===== src/rtl/adrc_pkg.sv =====
// shared types, constants and helper functions of the discrete adrc compensator
`timescale 1ns / 1ps
`default_nettype none

package adrc_pkg;

    localparam int WORD_BITS    = 32;
    localparam int FRAC_BITS    = 16;
    localparam int COEF_BITS    = 64;
    localparam int WIDE_BITS    = COEF_BITS + 4;
    localparam int CHUNK_BITS   = 32;
    localparam int A_CHUNKS     = COEF_BITS / CHUNK_BITS;
    localparam int B_CHUNKS     = (WORD_BITS + CHUNK_BITS - 1) / CHUNK_BITS;
    localparam int PP_COUNT     = A_CHUNKS * B_CHUNKS;
    localparam int PP_CNT_BITS  = $clog2(PP_COUNT + 2);
    localparam int PROD_BITS    = 2 * COEF_BITS;
    localparam int DIV_CNT_BITS = $clog2(WORD_BITS + 2);
    localparam int REG_COUNT    = 5;
    localparam int PDATA_BITS   = (WORD_BITS > 32) ? 64 : 32;
    localparam int ADDR_LSB     = $clog2(PDATA_BITS / 8);
    localparam int INDEX_BITS   = $clog2(REG_COUNT);
    localparam int PADDR_BITS   = INDEX_BITS + ADDR_LSB;

    typedef logic signed [WORD_BITS-1:0] word_t;
    typedef logic signed [COEF_BITS-1:0] coef_t;
    typedef logic signed [WIDE_BITS-1:0] wide_t;

    localparam logic [COEF_BITS-1:0] COEF_LIM = {2'b00, {(COEF_BITS-2){1'b1}}};
    localparam logic [COEF_BITS-1:0] TERM_LIM = {5'b00000, {(COEF_BITS-5){1'b1}}};
    localparam wide_t WIDE_POS_LIM = $signed({{(WIDE_BITS-COEF_BITS){1'b0}}, COEF_LIM});
    localparam wide_t WIDE_NEG_LIM = -WIDE_POS_LIM;
    localparam word_t WORD_MAX = {1'b0, {(WORD_BITS-1){1'b1}}};
    localparam word_t WORD_MIN = {1'b1, {(WORD_BITS-1){1'b0}}};

    typedef enum logic [INDEX_BITS-1:0] {
        REG_OBS_GAIN   = 0,
        REG_PLANT_GAIN = 1,
        REG_FB_GAIN1   = 2,
        REG_FB_GAIN2   = 3,
        REG_PERIOD     = 4
    } reg_idx_t;

    typedef struct packed {
        word_t setpoint;
        word_t measurement;
    } in_t;

    typedef struct packed {
        word_t drive;
        logic  saturated;
        logic  denominator_fault;
    } out_t;

    // micro-op sequence, in execution order
    typedef enum logic [4:0] {
        OP_P, OP_S, OP_SH, OP_PB2, OP_TH1, OP_Q, OP_BB1, OP_G2,
        OP_CA1, OP_CA2, OP_CB, OP_CC1, OP_CC2, OP_CD,
        OP_N0, OP_N1, OP_N2, OP_N3, OP_N4
    } op_t;

    typedef enum logic [2:0] {
        ST_IDLE, ST_MUL_GO, ST_MUL_WAIT, ST_ALU, ST_CHECK,
        ST_DIV_GO, ST_DIV_WAIT, ST_OUT
    } state_t;

    typedef struct packed {
        op_t  op;
        logic load;
        logic mul_start;
        logic mul_wb;
        logic alu;
        logic div_start;
        logic commit;
    } cmd_t;

    typedef struct packed {
        logic mul_done;
        logic div_done;
        logic cd_zero;
        logic out_full;
    } sts_t;

    function automatic wide_t widen(input coef_t x);
        return WIDE_BITS'(x);
    endfunction

    function automatic coef_t clamp_coef(input wide_t x);
        coef_t r;
        if (x > WIDE_POS_LIM) begin
            r = COEF_LIM;
        end else if (x < WIDE_NEG_LIM) begin
            r = -COEF_LIM;
        end else begin
            r = x[COEF_BITS-1:0];
        end
        return r;
    endfunction

    // x * 2^k, clamped
    function automatic coef_t scale_coef(input coef_t x, input logic [1:0] k);
        return clamp_coef(widen(x) <<< k);
    endfunction

endpackage

`default_nettype wire


===== src/rtl/adrc_ctrl.sv =====
// controller: steps the micro-op sequence for one request
`timescale 1ns / 1ps
`default_nettype none

module adrc_ctrl (
    input  wire logic           clk,
    input  wire logic           rstn,
    input  wire logic           in_valid,
    output logic                in_ready,
    input  wire adrc_pkg::sts_t sts,
    output adrc_pkg::cmd_t      cmd
);

    adrc_pkg::state_t state_reg, state_next;
    adrc_pkg::op_t    op_reg, op_next;

    always_ff @(posedge clk) begin
        if (!rstn) begin
            state_reg <= adrc_pkg::ST_IDLE;
            op_reg    <= adrc_pkg::OP_P;
        end else begin
            state_reg <= state_next;
            op_reg    <= op_next;
        end
    end

    always_comb begin
        state_next = state_reg;
        op_next    = op_reg;
        cmd        = '0;
        cmd.op     = op_reg;
        in_ready   = 1'b0;
        unique case (state_reg)
            adrc_pkg::ST_IDLE: begin
                in_ready = 1'b1;
                if (in_valid) begin
                    cmd.load   = 1'b1;
                    op_next    = adrc_pkg::OP_P;
                    state_next = adrc_pkg::ST_MUL_GO;
                end
            end
            adrc_pkg::ST_MUL_GO: begin
                cmd.mul_start = 1'b1;
                state_next    = adrc_pkg::ST_MUL_WAIT;
            end
            adrc_pkg::ST_MUL_WAIT: begin
                if (sts.mul_done) begin
                    cmd.mul_wb = 1'b1;
                    if (op_reg == adrc_pkg::OP_G2) begin
                        op_next    = adrc_pkg::OP_CA1;
                        state_next = adrc_pkg::ST_ALU;
                    end else if (op_reg == adrc_pkg::OP_N4) begin
                        state_next = adrc_pkg::ST_DIV_GO;
                    end else begin
                        op_next    = adrc_pkg::op_t'(op_reg + 5'd1);
                        state_next = adrc_pkg::ST_MUL_GO;
                    end
                end
            end
            adrc_pkg::ST_ALU: begin
                cmd.alu = 1'b1;
                if (op_reg == adrc_pkg::OP_CD) begin
                    state_next = adrc_pkg::ST_CHECK;
                end else begin
                    op_next = adrc_pkg::op_t'(op_reg + 5'd1);
                end
            end
            adrc_pkg::ST_CHECK: begin
                if (sts.cd_zero) begin
                    state_next = adrc_pkg::ST_OUT;
                end else begin
                    op_next    = adrc_pkg::OP_N0;
                    state_next = adrc_pkg::ST_MUL_GO;
                end
            end
            adrc_pkg::ST_DIV_GO: begin
                cmd.div_start = 1'b1;
                state_next    = adrc_pkg::ST_DIV_WAIT;
            end
            adrc_pkg::ST_DIV_WAIT: begin
                if (sts.div_done) begin
                    state_next = adrc_pkg::ST_OUT;
                end
            end
            adrc_pkg::ST_OUT: begin
                if (!sts.out_full) begin
                    cmd.commit = 1'b1;
                    state_next = adrc_pkg::ST_IDLE;
                end
            end
            default: state_next = adrc_pkg::ST_IDLE;
        endcase
    end

endmodule

`default_nettype wire


===== config.mk =====
export PLATFORM = sky130hd
export DESIGN_NAME = adrc_ctrl
export DESIGN_NICKNAME = d
export VERILOG_FILES = /design/src/rtl/adrc_pkg.sv /design/src/rtl/adrc_ctrl.sv
export SDC_FILE = /design/constraint.sdc
export NUM_CORES = 1
export LEC_CHECK = 0
export BUFFER_PORTS_ARGS = -buffer_cell sky130_fd_sc_hd__buf_2
export CORE_ASPECT_RATIO = 0.9
export CORE_MARGIN = 4
export CORE_UTILIZATION = 45
export CTS_CLUSTER_DIAMETER = 100
export DETAILED_ROUTE_END_ITERATION = 6
export PLACE_DENSITY = 0.71
export SLEW_MARGIN = 10
export SYNTH_ARGS = -nofsm -noshare
export SYNTH_HDL_FRONTEND = slang
export SYNTH_SLANG_ARGS = --single-unit
export TNS_END_PERCENT = 1

===== constraint.sdc =====
create_clock -name clk -period 3.9 [get_ports clk]
set_input_delay 0.195 -clock clk [delete_from_list [all_inputs] [get_ports clk]]
set_output_delay 0.195 -clock clk [all_outputs]
set_load 0.005 [all_outputs]

==> reports/metrics.yaml <==
status: "completed"
p_sw_w: 0.0000755
synth_seq_cells: 8
fmax_ghz: 0.505
rr_startpoint: "op_reg[0]$_SDFFE_PN0P_"
combPwrFrac: 0.278
hold_end: "state_reg[1]$_SDFFE_PN0P_"
area_growth_pct: 14.7
numPlacedInstances: 115
post-route-period-util: 0.508
vias: 727
synth_area_leader_cell: "dfxtp_1"
drt_first_pass_iters: 4
clkSinkCount: 8
synth_area_leaders: "dfxtp_1, ha_1, nor3_1"
start_util: 0.476
clk_latency_ns: 0.26
overflow: 0
grt_pass1_vias: 662
clock-root-buffer: "clkbuf_4"
dieHeight_um: 45.1
worst-r2r-cell-count: 6
cts-resized-gates: 0
core_area_um2: 1450
min_from: "sts[1]"
timing_hold_violations_final: 0
critPathRequiredTime_ns: 4.05
ff2ff_setup_slack_ns: 1.92
initialDrtViolationCount: 14
io_buffer_count: 18
netlist_area_um2: 689
boundaryPins: 19
place_congestion: 0.862
vdd_drop_max_v: 0.000216
rsz0062_at_grt: "false"
postLayoutCoreUtil: 0.546
clk_pin_slew_ns: 0.06
wl_per_cell_um: 14.3
placed_area_um2: 768
dp_hpwl_um: 1240
htreeDepth: 1
p_per_area_nw_per_um2: 286
postRouteWirelength_um: 1690
synth_area_per_cell_um2: 7.75
drive_gt1_frac: 0.233
crit_type: "register to register"
intPower_w: 0.000150
final_antenna_net_count: 0
hold_path.class: "input pin to register"
clock_skew_ns: 0.00294
synth-seq-area-share: 0.232
drv_slew: 0
drc: 0
startpoint_type: "register"
min_path_cells: 3
yosys.cell_types.count: 36
final_cell_mix: "buf_2, nand2_1, dfxtp_1"
rows: 13
finalPower_w: 0.000226
endpoint_kind: "register"
fin_tns_setup_ns: 0
postCtsSetupRepairBufs: 0
dieArea_um2: 2220
p_clk_frac: 0.288
ys.flop_type: "dfxtp_1"
p_leak_nw: 0.332
diodes: 0
crit_arrival_ns: 2.13
p_seq_frac: 0.434
final_common_cell: "buf_2"
clockBufferDepth: 2
grt_use_total: 0.168
synth-edff-count: 0
finalSetupViolCount: 0
maxCapViolCount: 0
final_area_um2: 791
grt_max_degree: 16
rr_endpoint: "op_reg[3]$_SDFFE_PN0P_"
cts_tree: "yes"
cp_max_fo: 6
worst_pin_slew_ns: 0.458
nets: 115
yosys_warnings: 0
syn_nets: 99
antenna_found_initial: 0
die_x_um: 49.3
synthArstFlopShare: 0
p_sw_frac: 0.334
grt_pass1_wl_um: 2840
ctsHoldBuffers: 0
netlist.area_leader.share: 0.232
numCtsBuffers: 3
stdcell_count: 118
maxSlewHeadroom: 0.694
largest_reg_flops: 5
synth_cells: 89
viasPerCell: 6.16
finalCriticalPeriod_ns: 1.98
stage by stage:
step | hold WS, ns | setup slack [ns]
after floorplan | 0.392 | 2.04
after global placement | 0.517 | 1.96
after detailed placement | 0.515 | 1.93
after CTS | 0.251 | 1.92
after global routing | 0.275 | 1.82
final | 0.251 | 1.92
power by group through the flow:
stage	combinational [W]	clock [W]	sequential, W
2_1_floorplan	0.0000509	0	0.0000931
3_3_place_gp	0.0000617	0	0.0000995
3_5_place_dp	0.0000624	0	0.0000997
4_1_cts	0.0000628	0.0000670	0.0000978
5_1_grt	0.0000711	0.0000721	0.0000991
6_report	0.0000628	0.0000650	0.0000980
worst max-delay path by stage:
stage,start,endpoint,slack (ns),cells past startpoint
global placement,op_reg[0]$_SDFFE_PN0P_,op_reg[3]$_SDFFE_PN0P_,1.96,6
detailed placement,op_reg[0]$_SDFFE_PN0P_,op_reg[3]$_SDFFE_PN0P_,1.93,6
finish,op_reg[0]$_SDFFE_PN0P_,op_reg[3]$_SDFFE_PN0P_,1.92,6
floorplan,op_reg[0]$_SDFFE_PN0P_,op_reg[3]$_SDFFE_PN0P_,2.04,6
CTS,op_reg[0]$_SDFFE_PN0P_,op_reg[3]$_SDFFE_PN0P_,1.92,6
global route,state_reg[0]$_SDFFE_PN0P_,state_reg[0]$_SDFFE_PN0P_,1.82,4
cells in the mapped netlist, drive strengths merged, types with 2 or more instances:
cell     instances
a221o            3
buf              2
nor2             4
nand2            8
and4bb           2
a211oi           3
clkbuf           5
inv              6
nor3             7
mux2i            3
nand3            3
nor3b            2
and2             4
dfxtp            8
a21oi            2
a2111oi          3
and3             3
nor2b            2
a32o             2
a221oi           2
o21ai            2
ha               3
kinds of logic (layout without fill, tap and decap cells):
logic type / Yosys count / count (layout) / synth area share
AND/OR/NAND/NOR: 40 / 40 / 0.334
AO/OA/AOI/OAI: 22 / 22 / 0.260
buffers and inverters: 13 / 27 / 0.0762
flip-flops: 8 / 8 / 0.232
adder cells (fa/ha/maj): 3 / 3 / 0.0545
multiplexers: 3 / 3 / 0.0436
layer usage:
| metal | wire, um | up-vias | global-route usage |
|---|---|---|---|
| li1 | - | 364 | - |
| met1 | 767 | 347 | 0.186 |
| met2 | 841 | 14 | 0.299 |
| met3 | 68 | 2 | 0.0594 |
| met4 | 10 | 0 | 0.0625 |
| met5 | 0 | - | 0 |
worst max-delay path: stages, from the launching register on:
cell and delay [ns]:
dfxtp_1 0.42, inv_1 0.09, ha_1 0.21, and4bb_4 0.20, a221o_1 0.33, a221o_1 0.36
a32o_2 0.26
area by class of cell:
class / instances / area [um^2]
sequential: 8 / 160
clock buffer: 3 / 22.5
inverter: 6 / 22.5
multi-input combinational: 68 / 477
tap: 15 / 18.8
timing repair buffer: 18 / 90.1
fill: 138 / 657
Power figures use the tool's default switching activity.
